$ cat src/hdl/stp_pkg.sv
// Shared types, constants and the duty lookup builder for the servo profiler.
// Used by stp_front, stp_back and the top level; depends on nothing.
package stp_pkg;

  localparam int unsigned ChannelsDef = 5;
  localparam int unsigned DutyBitsDef = 14;
  localparam int unsigned FracBitsDef = 8;

  localparam int unsigned CmdDepth = 2;
  localparam int unsigned OutDepth = 2;

  localparam logic [7:0] AngleMaxDeg = 8'd180;
  localparam logic [7:0] GoalReset   = 8'd90;

  localparam int AngleMax = 180;
  localparam int PulseMin = 500;
  localparam int PulseMax = 2500;
  localparam int PeriodUs = 20000;

  localparam logic [10:0] MaxVelReset = 11'd1024;
  localparam logic [9:0]  AccelReset  = 10'd128;

  localparam int unsigned CfgIdxW  = 1;
  localparam int unsigned CfgDataW = 11;
  localparam logic [CfgIdxW-1:0] CfgMaxVelocity  = 1'd0;
  localparam logic [CfgIdxW-1:0] CfgAcceleration = 1'd1;

  typedef enum logic {
    CMD_TICK = 1'b0,
    CMD_SET  = 1'b1
  } cmd_kind_e;

  typedef struct packed {
    cmd_kind_e  kind;
    logic [2:0] ch;
    logic [7:0] goal;
  } cmd_t;

  typedef struct packed {
    logic [2:0]  ch;
    logic [7:0]  angle;
    logic [13:0] duty;
    logic        last;
  } res_t;

  typedef enum logic [2:0] {
    BK_IDLE,
    BK_LOAD,
    BK_MUL,
    BK_SQRT,
    BK_STEP,
    BK_EMIT,
    BK_FLUSH
  } back_state_e;

  typedef logic [255:0][15:0] duty_lut_t;

  function automatic duty_lut_t duty_table(int duty_bits);
    duty_lut_t t;
    int        pulse;
    t = '0;
    for (int d = 0; d < 256; d++) begin
      pulse = d * (PulseMax - PulseMin) / AngleMax + PulseMin;
      t[d] = 16'((pulse * ((1 << duty_bits) - 1)) / PeriodUs);
    end
    return t;
  endfunction

endpackage

$ cat src/hdl/stp_fifo.sv
// Small register FIFO used for the command queue and the result queue.
// Stand-alone; no package dependency.
module stp_fifo #(
  parameter int unsigned W     = 8,
  parameter int unsigned DEPTH = 2
) (
  input  logic         clk_i,
  input  logic         rst_ni,
  input  logic         push_i,
  output logic         full_o,
  input  logic [W-1:0] wdata_i,
  input  logic         pop_i,
  output logic         empty_o,
  output logic [W-1:0] rdata_o
);

  localparam int unsigned PtrW = (DEPTH > 1) ? $clog2(DEPTH) : 1;
  localparam int unsigned CntW = $clog2(DEPTH + 1);

  logic [W-1:0]    mem_q [DEPTH];
  logic [PtrW-1:0] wr_ptr_q, wr_ptr_d;
  logic [PtrW-1:0] rd_ptr_q, rd_ptr_d;
  logic [CntW-1:0] cnt_q, cnt_d;
  logic            do_push;
  logic            do_pop;

  assign full_o  = (cnt_q == CntW'(DEPTH));
  assign empty_o = (cnt_q == '0);
  assign do_push = push_i && !full_o;
  assign do_pop  = pop_i && !empty_o;
  assign rdata_o = mem_q[rd_ptr_q];

  always_comb begin
    wr_ptr_d = wr_ptr_q;
    rd_ptr_d = rd_ptr_q;
    cnt_d    = cnt_q;
    if (do_push) begin
      wr_ptr_d = (wr_ptr_q == PtrW'(DEPTH - 1)) ? '0 : wr_ptr_q + PtrW'(1);
    end
    if (do_pop) begin
      rd_ptr_d = (rd_ptr_q == PtrW'(DEPTH - 1)) ? '0 : rd_ptr_q + PtrW'(1);
    end
    if (do_push && !do_pop) begin
      cnt_d = cnt_q + CntW'(1);
    end else if (do_pop && !do_push) begin
      cnt_d = cnt_q - CntW'(1);
    end
  end

  always_ff @(posedge clk_i or negedge rst_ni) begin
    if (!rst_ni) begin
      wr_ptr_q <= '0;
      rd_ptr_q <= '0;
      cnt_q    <= '0;
    end else begin
      wr_ptr_q <= wr_ptr_d;
      rd_ptr_q <= rd_ptr_d;
      cnt_q    <= cnt_d;
    end
  end

  always_ff @(posedge clk_i) begin
    if (do_push) begin
      mem_q[wr_ptr_q] <= wdata_i;
    end
  end

endmodule

$ cat src/hdl/stp_front.sv
// Front end: accepts items, saturates goals, drops out-of-range sets, queues commands.
// Depends on stp_pkg and stp_fifo.
module stp_front #(
  parameter int unsigned CHANNELS = stp_pkg::ChannelsDef
) (
  input  logic          clk_i,
  input  logic          rst_ni,
  input  logic          push_i,
  output logic          full_o,
  input  logic          kind_i,
  input  logic [2:0]    channel_i,
  input  logic [7:0]    target_angle_i,
  output logic          cmd_valid_o,
  output stp_pkg::cmd_t cmd_o,
  input  logic          cmd_pop_i
);

  stp_pkg::cmd_t                   cmd_in;
  logic                            keep;
  logic                            q_empty;
  logic [$bits(stp_pkg::cmd_t)-1:0] q_rdata;

  always_comb begin
    cmd_in.kind = stp_pkg::cmd_kind_e'(kind_i);
    cmd_in.ch   = channel_i;
    cmd_in.goal = (target_angle_i > stp_pkg::AngleMaxDeg) ? stp_pkg::AngleMaxDeg
                                                           : target_angle_i;
    keep = (cmd_in.kind == stp_pkg::CMD_TICK) ||
           ({29'd0, channel_i} < 32'(CHANNELS));
  end

  stp_fifo #(
    .W    ($bits(stp_pkg::cmd_t)),
    .DEPTH(stp_pkg::CmdDepth)
  ) u_cmd_q (
    .clk_i  (clk_i),
    .rst_ni (rst_ni),
    .push_i (push_i && keep),
    .full_o (full_o),
    .wdata_i(cmd_in),
    .pop_i  (cmd_pop_i),
    .empty_o(q_empty),
    .rdata_o(q_rdata)
  );

  assign cmd_valid_o = !q_empty;
  assign cmd_o       = stp_pkg::cmd_t'(q_rdata);

endmodule

$ cat src/hdl/stp_isqrt.sv
// Iterative integer square root, one result bit per cycle, truncating.
// Stand-alone; no package dependency.
module stp_isqrt #(
  parameter int unsigned RW = 14
) (
  input  logic            clk_i,
  input  logic            rst_ni,
  input  logic            start_i,
  input  logic [2*RW-1:0] op_i,
  output logic            done_o,
  output logic [RW-1:0]   root_o
);

  localparam int unsigned SW = 2 * RW;
  localparam int unsigned CW = $clog2(RW);

  logic [SW-1:0] x_q, x_d;
  logic [RW+1:0] rem_q, rem_d;
  logic [RW-1:0] root_q, root_d;
  logic [CW-1:0] cnt_q, cnt_d;
  logic          busy_q, busy_d;
  logic          done_q, done_d;
  logic [RW+3:0] rem_sh;
  logic [RW+3:0] trial;
  logic [RW+3:0] diff;
  logic          ge;

  always_comb begin
    rem_sh = {rem_q, x_q[SW-1 -: 2]};
    trial  = {2'b00, root_q, 2'b01};
    diff   = rem_sh - trial;
    ge     = (rem_sh >= trial);
    x_d    = x_q;
    rem_d  = rem_q;
    root_d = root_q;
    cnt_d  = cnt_q;
    busy_d = busy_q;
    done_d = 1'b0;
    if (start_i) begin
      x_d    = op_i;
      rem_d  = '0;
      root_d = '0;
      cnt_d  = '0;
      busy_d = 1'b1;
    end else if (busy_q) begin
      x_d    = {x_q[SW-3:0], 2'b00};
      rem_d  = ge ? diff[RW+1:0] : rem_sh[RW+1:0];
      root_d = {root_q[RW-2:0], ge};
      cnt_d  = cnt_q + CW'(1);
      if (cnt_q == CW'(RW - 1)) begin
        busy_d = 1'b0;
        done_d = 1'b1;
      end
    end
  end

  always_ff @(posedge clk_i or negedge rst_ni) begin
    if (!rst_ni) begin
      cnt_q  <= '0;
      busy_q <= 1'b0;
      done_q <= 1'b0;
    end else begin
      cnt_q  <= cnt_d;
      busy_q <= busy_d;
      done_q <= done_d;
    end
  end

  always_ff @(posedge clk_i) begin
    x_q    <= x_d;
    rem_q  <= rem_d;
    root_q <= root_d;
  end

  assign done_o = done_q;
  assign root_o = root_q;

endmodule

$ cat src/hdl/stp_back.sv
// Back end: per-channel state and the tick sequencer (ramp, cap, integrate, snap, duty).
// Depends on stp_pkg and stp_isqrt.
module stp_back #(
  parameter int unsigned CHANNELS  = stp_pkg::ChannelsDef,
  parameter int unsigned DUTY_BITS = stp_pkg::DutyBitsDef,
  parameter int unsigned FRAC_BITS = stp_pkg::FracBitsDef
) (
  input  logic          clk_i,
  input  logic          rst_ni,
  input  logic [10:0]   max_vel_i,
  input  logic [9:0]    accel_i,
  input  logic          cmd_valid_i,
  input  stp_pkg::cmd_t cmd_i,
  output logic          cmd_pop_o,
  output logic          out_push_o,
  output stp_pkg::res_t out_data_o,
  input  logic          out_full_i
);

  localparam int unsigned CH_W = (CHANNELS > 1) ? $clog2(CHANNELS) : 1;
  localparam int unsigned PW   = 8 + FRAC_BITS;
  localparam int unsigned RW   = (20 + FRAC_BITS) / 2;
  localparam int unsigned SW   = 2 * RW;
  localparam int unsigned Thresh = (1 << FRAC_BITS) / 10;
  localparam logic [PW-1:0] PosMax   = PW'(stp_pkg::AngleMax << FRAC_BITS);
  localparam logic [PW-1:0] PosReset = PW'(90 << FRAC_BITS);
  localparam stp_pkg::duty_lut_t DutyLut = stp_pkg::duty_table(DUTY_BITS);

  stp_pkg::back_state_e state_q, state_d;
  logic [CH_W-1:0]      ch_q, ch_d;
  logic                 pend_vld_q, pend_vld_d;

  logic [PW-1:0]        pos_q  [CHANNELS];
  logic signed [11:0]   vel_q  [CHANNELS];
  logic [7:0]           goal_q [CHANNELS];

  logic [PW-1:0]        ad_q, ad_d;
  logic                 up_q, up_d;
  logic [PW-1:0]        tgt_q, tgt_d;
  stp_pkg::res_t        res_q, res_d;
  stp_pkg::res_t        pend_q, pend_d;

  logic                 st_we;
  logic [PW-1:0]        st_pos;
  logic signed [11:0]   st_vel;
  logic                 goal_we;

  logic [PW-1:0]        pos_cur;
  logic [PW-1:0]        tgt_cur;
  logic signed [PW:0]   dd;
  logic [PW-1:0]        ad_cur;

  logic                 sq_start;
  logic                 sq_done;
  logic [RW-1:0]        sq_root;
  logic [18+FRAC_BITS:0] prod;

  logic [10:0]          sp;
  logic signed [12:0]   vx, a13, sp13, v;
  logic signed [PW+1:0] np, rem;
  logic [PW-1:0]        pos_n;
  logic [PW+1:0]        rem_abs;
  logic [12:0]          av;
  logic [7:0]           deg;
  logic                 last_ch;

  // Datapath for the current channel
  always_comb begin
    pos_cur = pos_q[ch_q];
    tgt_cur = {goal_q[ch_q], {FRAC_BITS{1'b0}}};
    dd      = $signed({1'b0, tgt_cur}) - $signed({1'b0, pos_cur});
    ad_cur  = dd[PW] ? PW'(-dd) : PW'(dd);

    prod = {accel_i, 1'b0} * ad_q;

    sp   = (sq_root > RW'(max_vel_i)) ? max_vel_i : sq_root[10:0];
    vx   = 13'(vel_q[ch_q]);
    a13  = $signed({3'b000, accel_i});
    sp13 = $signed({2'b00, sp});
    if (up_q) begin
      v = vx + a13;
      if (v > sp13) begin
        v = sp13;
      end
    end else begin
      v = vx - a13;
      if (v < -sp13) begin
        v = -sp13;
      end
    end
    np = $signed({2'b00, pos_cur}) + (PW+2)'(v);
    if (np < 0) begin
      pos_n = '0;
    end else if (np > $signed({2'b00, PosMax})) begin
      pos_n = PosMax;
    end else begin
      pos_n = np[PW-1:0];
    end
    rem     = $signed({2'b00, tgt_q}) - $signed({2'b00, pos_n});
    rem_abs = rem[PW+1] ? (PW+2)'(-rem) : (PW+2)'(rem);
    av      = v[12] ? 13'(-v) : 13'(v);
    if (rem_abs < (PW+2)'(av)) begin
      pos_n = tgt_q;
      v     = '0;
    end
    deg = pos_n[PW-1:FRAC_BITS];
  end

  stp_isqrt #(
    .RW(RW)
  ) u_isqrt (
    .clk_i  (clk_i),
    .rst_ni (rst_ni),
    .start_i(sq_start),
    .op_i   (SW'(prod)),
    .done_o (sq_done),
    .root_o (sq_root)
  );

  assign last_ch = (ch_q == CH_W'(CHANNELS - 1));

  always_comb begin
    state_d    = state_q;
    ch_d       = ch_q;
    pend_vld_d = pend_vld_q;
    pend_d     = pend_q;
    ad_d       = ad_q;
    up_d       = up_q;
    tgt_d      = tgt_q;
    res_d      = res_q;
    st_we      = 1'b0;
    st_pos     = pos_n;
    st_vel     = v[11:0];
    goal_we    = 1'b0;
    cmd_pop_o  = 1'b0;
    sq_start   = 1'b0;
    out_push_o = 1'b0;
    out_data_o = pend_q;
    unique case (state_q)
      stp_pkg::BK_IDLE: begin
        if (cmd_valid_i) begin
          cmd_pop_o = 1'b1;
          if (cmd_i.kind == stp_pkg::CMD_SET) begin
            goal_we = 1'b1;
          end else begin
            ch_d    = '0;
            state_d = stp_pkg::BK_LOAD;
          end
        end
      end
      stp_pkg::BK_LOAD: begin
        tgt_d = tgt_cur;
        ad_d  = ad_cur;
        up_d  = !dd[PW];
        if (ad_cur <= PW'(Thresh)) begin
          st_we  = 1'b1;
          st_pos = tgt_cur;
          st_vel = '0;
          if (last_ch) begin
            state_d = stp_pkg::BK_FLUSH;
          end else begin
            ch_d = ch_q + CH_W'(1);
          end
        end else begin
          state_d = stp_pkg::BK_MUL;
        end
      end
      stp_pkg::BK_MUL: begin
        sq_start = 1'b1;
        state_d  = stp_pkg::BK_SQRT;
      end
      stp_pkg::BK_SQRT: begin
        if (sq_done) begin
          state_d = stp_pkg::BK_STEP;
        end
      end
      stp_pkg::BK_STEP: begin
        st_we       = 1'b1;
        res_d.ch    = 3'(ch_q);
        res_d.angle = deg;
        res_d.duty  = DutyLut[deg][13:0];
        res_d.last  = 1'b0;
        state_d     = stp_pkg::BK_EMIT;
      end
      stp_pkg::BK_EMIT: begin
        if (!(pend_vld_q && out_full_i)) begin
          out_push_o = pend_vld_q;
          pend_d     = res_q;
          pend_vld_d = 1'b1;
          if (last_ch) begin
            state_d = stp_pkg::BK_FLUSH;
          end else begin
            ch_d    = ch_q + CH_W'(1);
            state_d = stp_pkg::BK_LOAD;
          end
        end
      end
      stp_pkg::BK_FLUSH: begin
        out_data_o.last = 1'b1;
        if (!pend_vld_q) begin
          state_d = stp_pkg::BK_IDLE;
        end else if (!out_full_i) begin
          out_push_o = 1'b1;
          pend_vld_d = 1'b0;
          state_d    = stp_pkg::BK_IDLE;
        end
      end
      default: begin
        state_d = stp_pkg::BK_IDLE;
      end
    endcase
  end

  always_ff @(posedge clk_i or negedge rst_ni) begin
    if (!rst_ni) begin
      state_q    <= stp_pkg::BK_IDLE;
      ch_q       <= '0;
      pend_vld_q <= 1'b0;
    end else begin
      state_q    <= state_d;
      ch_q       <= ch_d;
      pend_vld_q <= pend_vld_d;
    end
  end

  always_ff @(posedge clk_i or negedge rst_ni) begin
    if (!rst_ni) begin
      for (int i = 0; i < CHANNELS; i++) begin
        pos_q[i]  <= PosReset;
        vel_q[i]  <= '0;
        goal_q[i] <= stp_pkg::GoalReset;
      end
    end else begin
      if (st_we) begin
        pos_q[ch_q] <= st_pos;
        vel_q[ch_q] <= st_vel;
      end
      if (goal_we) begin
        goal_q[CH_W'(cmd_i.ch)] <= cmd_i.goal;
      end
    end
  end

  always_ff @(posedge clk_i) begin
    ad_q   <= ad_d;
    up_q   <= up_d;
    tgt_q  <= tgt_d;
    res_q  <= res_d;
    pend_q <= pend_d;
  end

`ifndef NO_ASSERTIONS
  a_push_room: assert property (@(posedge clk_i) disable iff (!rst_ni)
    out_push_o |-> !out_full_i)
    else $error("result pushed into a full queue");

  a_root_in_sqrt: assert property (@(posedge clk_i) disable iff (!rst_ni)
    sq_done |-> state_q == stp_pkg::BK_SQRT)
    else $error("root finished outside the wait state");

  a_no_orphan: assert property (@(posedge clk_i) disable iff (!rst_ni)
    pend_vld_q |-> state_q != stp_pkg::BK_IDLE)
    else $error("held result left behind at idle");

  a_pos_bound: assert property (@(posedge clk_i) disable iff (!rst_ni)
    state_q == stp_pkg::BK_LOAD |-> pos_cur <= PosMax)
    else $error("position out of range");
`endif

endmodule

$ cat src/hdl/servo_trapezoid_profiler.sv
// Servo trapezoid profiler, top level: configuration registers, front, back, result queue.
// Depends on stp_pkg, stp_front, stp_back and stp_fifo.
//
// Usage:
//   Items enter through a queue-like port: an item is taken at a clock edge with
//   push high and full low. A set item (kind 1) stores a channel goal; a tick
//   item (kind 0) advances every channel one step. Results leave through a queue
//   port: the oldest result is on the result ports while empty is low and is
//   taken at an edge with pop high. last marks the final result of a tick.
//   Configuration (max velocity, acceleration) is written through cfg_we_i,
//   cfg_idx_i and cfg_data_i while the block is idle.
// Sequencing:
//   A set item is handled in the back end's idle state. Per tick, a channel
//   inside the dead band is settled in the load state alone; a moving channel
//   passes through load, multiply, square root, step and emit, its square root
//   computed by the bit-per-cycle square root unit.
//   Each result is held until the next moving channel or the end of the tick,
//   so that last can be set on it.
// Reset: all channels at 90 degrees with zero velocity, queues empty.
// Stall: a full result queue holds the sequencer; the command queue keeps
//   taking items until it is full.
module servo_trapezoid_profiler #(
  parameter int unsigned CHANNELS  = stp_pkg::ChannelsDef,
  parameter int unsigned DUTY_BITS = stp_pkg::DutyBitsDef,
  parameter int unsigned FRAC_BITS = stp_pkg::FracBitsDef
) (
  input  logic                         clk_i,
  input  logic                         rst_ni,
  input  logic                         push,
  output logic                         full,
  input  logic                         kind_i,
  input  logic [2:0]                   channel_i,
  input  logic [7:0]                   target_angle_i,
  output logic                         empty,
  input  logic                         pop,
  output logic [2:0]                   channel_res_o,
  output logic [7:0]                   angle_o,
  output logic [13:0]                  duty_o,
  output logic                         last_o,
  input  logic                         cfg_we_i,
  input  logic [stp_pkg::CfgIdxW-1:0]  cfg_idx_i,
  input  logic [stp_pkg::CfgDataW-1:0] cfg_data_i
);

  logic [10:0]                      max_vel_q;
  logic [9:0]                       accel_q;
  logic                             cmd_valid;
  stp_pkg::cmd_t                    cmd;
  logic                             cmd_pop;
  logic                             out_push;
  stp_pkg::res_t                    out_data;
  logic                             out_full;
  logic [$bits(stp_pkg::res_t)-1:0] out_rdata;
  stp_pkg::res_t                    res;

  always_ff @(posedge clk_i or negedge rst_ni) begin
    if (!rst_ni) begin
      max_vel_q <= stp_pkg::MaxVelReset;
      accel_q   <= stp_pkg::AccelReset;
    end else if (cfg_we_i) begin
      if (cfg_idx_i == stp_pkg::CfgMaxVelocity) begin
        max_vel_q <= cfg_data_i[10:0];
      end
      if (cfg_idx_i == stp_pkg::CfgAcceleration) begin
        accel_q <= cfg_data_i[9:0];
      end
    end
  end

  stp_front #(
    .CHANNELS(CHANNELS)
  ) u_front (
    .clk_i         (clk_i),
    .rst_ni        (rst_ni),
    .push_i        (push),
    .full_o        (full),
    .kind_i        (kind_i),
    .channel_i     (channel_i),
    .target_angle_i(target_angle_i),
    .cmd_valid_o   (cmd_valid),
    .cmd_o         (cmd),
    .cmd_pop_i     (cmd_pop)
  );

  stp_back #(
    .CHANNELS (CHANNELS),
    .DUTY_BITS(DUTY_BITS),
    .FRAC_BITS(FRAC_BITS)
  ) u_back (
    .clk_i      (clk_i),
    .rst_ni     (rst_ni),
    .max_vel_i  (max_vel_q),
    .accel_i    (accel_q),
    .cmd_valid_i(cmd_valid),
    .cmd_i      (cmd),
    .cmd_pop_o  (cmd_pop),
    .out_push_o (out_push),
    .out_data_o (out_data),
    .out_full_i (out_full)
  );

  stp_fifo #(
    .W    ($bits(stp_pkg::res_t)),
    .DEPTH(stp_pkg::OutDepth)
  ) u_res_q (
    .clk_i  (clk_i),
    .rst_ni (rst_ni),
    .push_i (out_push),
    .full_o (out_full),
    .wdata_i(out_data),
    .pop_i  (pop),
    .empty_o(empty),
    .rdata_o(out_rdata)
  );

  assign res           = stp_pkg::res_t'(out_rdata);
  assign channel_res_o = res.ch;
  assign angle_o       = res.angle;
  assign duty_o        = res.duty;
  assign last_o        = res.last;

endmodule
$ cat config.mk
export PLATFORM = sky130hd
export DESIGN_NAME = servo_trapezoid_profiler
export DESIGN_NICKNAME = d
export VERILOG_FILES = /design/src/hdl/stp_pkg.sv /design/src/hdl/stp_fifo.sv /design/src/hdl/stp_front.sv /design/src/hdl/stp_isqrt.sv /design/src/hdl/stp_back.sv /design/src/hdl/servo_trapezoid_profiler.sv
export SDC_FILE = /design/constraint.sdc
export NUM_CORES = 1
export LEC_CHECK = 0
export ABC_CLOCK_PERIOD_IN_PS = 31900
export BUFFER_PORTS_ARGS = -buffer_cell sky130_fd_sc_hd__clkbuf_2
export CAP_MARGIN = 20
export CORE_ASPECT_RATIO = 0.8
export CORE_UTILIZATION = 60
export DETAILED_ROUTE_END_ITERATION = 6
export PLACE_DENSITY_LB_ADDON = 0.25
export SETUP_SLACK_MARGIN = 0.05
export SYNTH_ARGS = -nofsm -noshare
export SYNTH_HDL_FRONTEND = slang
export SYNTH_SLANG_ARGS = --single-unit
$ cat constraint.sdc
create_clock -name clk_i -period 31.9 [get_ports clk_i]
set_input_delay 3.19 -clock clk_i [delete_from_list [all_inputs] [get_ports clk_i]]
set_output_delay 3.19 -clock clk_i [all_outputs]
set_load 0.005 [all_outputs]
Word level (Yosys, flattened, before mapping). Memories as Yosys holds them, arrays and structs flattened. A register that Yosys moved wholly into a read port is not among the register bits. Cells that the tools add are included.

Memories: 3. ROM bits: 4096. Output and inout port bits: 28. Register bits: 340. Bits in writable memories: 76. Bits in latches: 0. Input bits: 29. Logic and storage cells: 227.

Memories: (no name shown) (depth 256, bits a word 16, read ports 1, clocked after Yosys merged registers in 1, wr ports 0, RTL line stp_back.sv:181) `res_d.duty = DutyLut[deg][13:0];`; u_res_q.mem_q (depth 2, bits a word 26, read ports 1, clocked after Yosys merged registers in 0, wr ports 1, RTL line stp_fifo.sv:20) `logic [W-1:0] mem_q [DEPTH];`; u_front.u_cmd_q.mem_q (depth 2, bits a word 12, read ports 1, clocked after Yosys merged registers in 0, wr ports 1, RTL line stp_fifo.sv:20).

Add/subtract/negate cells: 20. Muxes and demuxes: 90. Divide/modulo/power cells: 0. Shift-type cells: 0. Magnitude comparators: 14. Bitwise logic cells: 5. Reductions and logical operators: 36. $mul: 1. Equal/unequal tests: 17.

Operator list (count): $mux 16 (10); $bwmux 80 (1); $mux 12 (6); $bwmux 60 (1); $mux 27 (2); $mux 13 (4); $bmux 16 s3 (1); $demux 16 s3 (1); $mux 3 (14); $bwmux 40 (1); $bmux 12 s3 (1); $demux 12 s3 (1); $sub 16x16->17 (2); $mux 8 (4); $mux 1 (28); $mul 10x16->26 (1); $bmux 8 s3 (1); $demux 8 s3 (1); $pmux 3 s7 (1); $add 17x13->18 (1); $ge 18x16->1 (1); $gt 18x17->1 const B (1); $lt 18x1->1 const B (1); $lt 18x13->1 (1); other kinds (47) (97).

Depth between registers and ports, before layout.
Depth in word-level cells: 20. Gate-level depth with buffers: 86. Depth with buffers taken out: 78.

Cells and area by module. A second synthesis with hierarchy kept.

Cells, all modules: 3437. Area total of the unflattened synthesis: 32887.8 µm².

Modules (own cells, without submodules): stp_back (area an instance 25205.4 µm², sequential area each 6861.6 µm², times used 1, cells an instance 2897); stp_isqrt (area an instance 3463.3 µm², sequential area each 1591.5 µm², times used 1, cells an instance 319); stp_fifo (u_res_q) (area an instance 2173.3 µm², sequential area each 1661.6 µm², times used 1, cells an instance 100); stp_fifo (u_front.u_cmd_q) (area an instance 1107.3 µm², sequential area each 820.8 µm², times used 1, cells an instance 56); servo_trapezoid_profiler (area an instance 795.8 µm², sequential area each 528.0 µm², times used 1, cells an instance 45); stp_front (area an instance 142.6 µm², sequential area each 0.0 µm², times used 1, cells an instance 20).

Least setup slack after synthesis. Ideal clock, no wire load.

Kind: register to register. From: register u_back.ch_q[0]. To: register, netlist name u_back.res_q[2]. Cell stages (with the launch flop): 80. Setup time: 174 ps. Period minus slack after synthesis: 16421 ps. Buffers on the path: 6. Required time: 31726 ps. Path slack: 15479 ps. Data arrival time: 16246 ps. Cells stage by stage: dfrtp_1 -> buf_2 -> clkbuf_1 -> buf_1 -> mux4_2 -> a22o_1 -> ha_1 -> a21oi_1 -> o21bai_1 -> a21oi_1 -> o21bai_1 -> a21oi_1 -> o21bai_1 -> a21o_1 -> a21o_1 -> a21oi_1 -> xor2_1 -> ha_1 -> (+44 left out) -> a21oi_1 -> a21o_1 -> a31o_2 -> nor2b_1 -> or3b_1 -> nand3_2 -> nand2_4 -> buf_4 -> mux2i_2 -> inv_1 -> ha_1 -> clkbuf_1 -> clkbuf_1 -> nor2_1 -> a21oi_1 -> nand3_1 -> a31o_1 -> a311oi_1.

Cells in the longest elaborated chain, start to end: 17. Elaborated cells between the ends (all ways): 26. Those cells by class: add/sub: 6; order compare: 5; mux: 14; bitwise: 1.

Ends and longest elaborated chain: from (decl) (RTL line stp_back.sv:30) `logic [CH_W-1:0] ch_q, ch_d;`; from (signal assigned) (RTL line stp_back.sv:221) `ch_q <= ch_d;`; $not 3->4 (implied by the code) * (RTL line stp_back.sv:69, stp_back.sv:77); $bmux 12 s3 (RTL line stp_back.sv:77) `vx = 13'(vel_q[ch_q]);`; $mux 12 (implied by the code) (2 in series) (RTL line stp_back.sv:77); $sub 12x11->13 / $add 12x11->13 (equally long branches) (RTL line stp_back.sv:86, stp_back.sv:81); $lt 13x13->1 / $gt 13x12->1 (equally long branches) (RTL line stp_back.sv:87, stp_back.sv:82); $mux 13 (on tied branches) (RTL line stp_back.sv:87, stp_back.sv:82); $mux 13 (RTL line stp_back.sv:80) `if (up_q) begin`; $add 17x13->18 (RTL line stp_back.sv:91) `np = $signed({2'b00, pos_cur}) + (PW+2)'(v);`; $gt 18x17->1 (RTL line stp_back.sv:94) `end else if (np > $signed({2'b00, PosMax})) begin`; $mux 16 (RTL line stp_back.sv:94); $mux 16 (RTL line stp_back.sv:92) `if (np < 0) begin`; $sub 16x16->17 (RTL line stp_back.sv:99) `rem = $signed({2'b00, tgt_q}) - $signed({2'b00, pos_n});`; $neg 18->18 (RTL line stp_back.sv:100) `rem_abs = rem[PW+1] ? (PW+2)'(-rem) : (PW+2)'(rem);`; $mux 18 (RTL line stp_back.sv:100); $lt 18x13->1 (RTL line stp_back.sv:102) `if (rem_abs < (PW+2)'(av)) begin`; $mux 16 * (RTL line stp_back.sv:102).

Every way passes the cells marked *; elsewhere a longest branch is shown, timed or not. The select of a mux whose other input is x is not followed. A chain may end at the register's enable or synchronous reset.

Worst setup path in the final report.
From: register u_back.ch_q[1]. To: register, netlist name u_back.res_q[6].

Cells in the longest elaborated chain, start to end: 17. Elaborated cells between the ends (all ways): 26. Those cells by class: add/sub: 6; order compare: 5; mux: 14; bitwise: 1.

Ends and longest elaborated chain (RTL line): $not 3->4 (implied by the code) * (stp_back.sv:69, stp_back.sv:77); $bmux 12 s3 (stp_back.sv:77); $mux 12 (implied by the code) (2 in series) (stp_back.sv:77); $sub 12x11->13 / $add 12x11->13 (equally long branches) (stp_back.sv:86, stp_back.sv:81); $lt 13x13->1 / $gt 13x12->1 (equally long branches) (stp_back.sv:87, stp_back.sv:82); $mux 13 (on tied branches) (stp_back.sv:87, stp_back.sv:82); $mux 13 (stp_back.sv:80); $add 17x13->18 (stp_back.sv:91); $gt 18x17->1 (stp_back.sv:94); $mux 16 (stp_back.sv:94); $mux 16 (stp_back.sv:92); $sub 16x16->17 (stp_back.sv:99); $neg 18->18 (stp_back.sv:100); $mux 18 (stp_back.sv:100); $lt 18x13->1 (stp_back.sv:102); $mux 16 * (stp_back.sv:102).

Marked as above.

==> summary.md <==
| Metric | Value |
|---|---|
| Outcome | finished clean |
| All-Layer GR Usage | 33.00% |
| Max_cap viols | 0 |
| Placement Cell Area | 32630 µm² |
| Post-synth top area share | 15.88% |
| Hold slack | 407.8 ps |
| Worst Reg-to-Reg Cells | 75 |
| Most used cell, CP | a21oi_1 |
| Synth Register Bits | 422 |
| Worst R2R End | u_back.res_q[6] |
| Max Slew Vio Count | 0 |
| Main combinational cell family by area after synthesis | compound AO/OA/AOI/OAI gates |
| Crit path kind | reg -> reg |
| Post-Synth Adder-Cell Area | 14.87% |
| Levels on crit path | 75 |
| Unrepaired setup endpoints after global routing | false |
| CTS tree | yes |
| Syn_area_per_cell | 9.237 µm² |
| Cell Rows | 75 |
| Part of the cycle the worst path needs | 61.26% |
| H-Tree Depth | 2 |
| I/O pin total | 57 |
| Sequential element share of the synthesized area | 35.37% |
| Synth Area in XOR/XNOR | 3.946% |
| Total grt overflow | 0 |
| CTS Hold Bufs | 0 |
| Post-CTS Setup Inserts | 0 |
| Top-count cell post-synth | nand2_1 |
| Final non-filler cell total | 4135 |
| Vias in the first global route | 24970 |
| Clock tree buffer depth | 3 |
| Clk_lat worst skew | 600 ps |
| Mux share of post-synthesis cell area | 7.415% |
| Design Area, Final | 34140 µm² |
| Via Count | 26260 |
| Crit path largest cell delay | 810 ps |
| Sinks on the clock net | 422 |
| Crit end category | register |
| Synth Warn # | 0 |
| Cell total after placement | 4051 |
| Largest fanout on the critical path | 52 |
| Final TNS setup | 0 ps |
| Mapped Area | 31960 µm² |
| Drt wl/cell | 21.50 µm |
| Cts bufs inserted | 43 |
| Critical Path RT | 32210 ps |
| Share of cells above drive strength 1 | 10.63% |
| Global-route wire length before repair | 140200 µm |
| Initial Util | 60.82% |
| Crit path arrival time | 19860 ps |
| I/O Buffers | 54 |
| R2R Setup Slk | 12360 ps |
| Worst slew pin tran | 1089 ps |
| Yosys top cell by area | edfxtp_1 |
| CP top delay family | compound AO/OA/AOI/OAI gates |
| Crit start category | register |
| Die Wd | 260.0 µm |
| Inserted Diodes | 0 |
| Detailed Routing Iterations Pass 1 | 6 |
| Fraction of the mapped netlist area in simple logic gates | 15.12% |
| Syn-to-layout area delta | 6.831% |
| FF-to-FF Start | u_back.ch_q[1] |
| Vias/cell | 6.349 |
| Post-Route WL | 88890 µm |
| Core Area | 52550 µm² |
| Post-synth cell types | 114 |
| Final worst path period need | 19540 ps |
| Max Fclk | 51.17 MHz |
| Detailed Place HPWL | 66260 µm |
| Crit path buffers/inverters | 8 |
| CP Launch Point | u_back.ch_q[1] |
| Register clock-pin slew on the reported worst setup and hold paths | 70 ps |
| Routability Congestion | 1.072 |
| Number of routed nets with antenna violations | 0 |
| Cts repair resizes | 0 |
| Die ar. | 54200 µm² |
| Last element of the critical path | u_back.res_q[6] |
| Post-Synthesis Cells | 3460 |
| CP max stage cell | nor3b_2 |
| Chip height | 208.4 µm |
| Clock Skew | 37.67 ps |
| Synth Flop Type | dfrtp_1 |
| Synth area leaders | edfxtp_1, dfrtp_1, ha_1, fa_1, nand2_1 |
| Slew HR | 26.77% |
| Final Hold Viols | 0 |
| DRC viols | 0 |
| Antenna violations before repair | 4 |
| Hold WC Path Type | reg -> reg |
| Final Net Count | 3749 |
| Post-synth EDFFs | 169 |
| Clock root cell | clkbuf_16 |
| Largest net degree at the start of global routing | 106 |
| Synth top cells by count | nand2_1, o21ai_0, inv_1 |
| DRT iter0 DRCs | 2902 |
| Synth async-reset ratio | 52.61% |
| Compound-Gate Fraction of Synth Area | 17.87% |
| Final setup violating endpoints | 0 |
==> sequential cells by signal, summed over array words and instances (netlist names), 3 cells and up <==
signal,flops
u_back.u_isqrt.cnt_q,4
u_back.u_isqrt.root_o,14
u_back.state_q,3
u_res_q.mem_q,48
accel_q,10
max_vel_q,11
u_back.res_q,23
u_back.u_isqrt.rem_q,16
u_back.tgt_q,8
u_back.out_data_o,23
u_back.goal_q,40
u_back.ad_q,16
u_back.vel_q,60
u_back.u_isqrt.x_q,27
u_back.ch_q,3
u_front.u_cmd_q.mem_q,24
u_back.pos_q,80
==> cells by family after synthesis <==
kind of cell	after synthesis
simple gates	1054
compound gates	903
buf+inv	435
flops	422
fa+ha+maj	312
mux	188
xor+xnor	144
other cells	2
==> layer usage <==
metal / vias to the layer above / routed length (µm) / share of wire, % / track usage (%)
met5: - / 20 / 0.023 / 0
met4: 2 / 1622 / 1.8 / 8.174
met3: 140 / 10080 / 11 / 7.980
met2: 1304 / 36610 / 41 / 45.83
met1: 12760 / 40550 / 46 / 51.18
li1: 12050 / - / - / -
==> cell type report <==
type / count / area [µm²]
multi-input combinational: 2604 / 18970
fill: 4157 / 18410
sequential: 422 / 11310
clock buffer: 61 / 1235
inverter: 238 / 897.1
tap: 693 / 867.1
timing repair buffer: 99 / 665.6
clock inverter: 18 / 196.4
==> through the flow <==
| step | worst slack (ps) | utilization (%) |
|---|---|---|
| global placement | 13320 | 62.09 |
| detailed placement | 12820 | 62.09 |
| CTS | 12780 | 64.81 |
| floorplan | 15480 | - |
| finish | 12360 | 64.97 |
| global route | 10980 | 64.97 |
==> how the worst min path moves through the flow <==
stage	from	to	slack [ps]	cells after the start
after floorplan	u_back.res_q[10]	u_back.out_data_o[10]	400	0
after global placement	u_back.res_q[20]	u_back.out_data_o[20]	400	0
final	u_back.res_q[18]	u_back.out_data_o[18]	410	0
after global routing	u_back.res_q[18]	u_back.out_data_o[18]	410	0
after CTS	u_back.res_q[18]	u_back.out_data_o[18]	410	0
after detailed placement	u_back.res_q[15]	u_back.out_data_o[15]	400	0
==> cell usage in the layout, fill, tap and decap left out, drive strengths merged, types with 113 or more instances in the layout <==
master	instances
a21oi	190
clkbuf	114
dfrtp	180
edfxtp	169
fa	113
ha	199
inv	238
nand2	493
nor2	217
o21ai	346
Power is not shown: default switching activity piles up to over one toggle a cycle in this logic, so the estimate is an artifact.
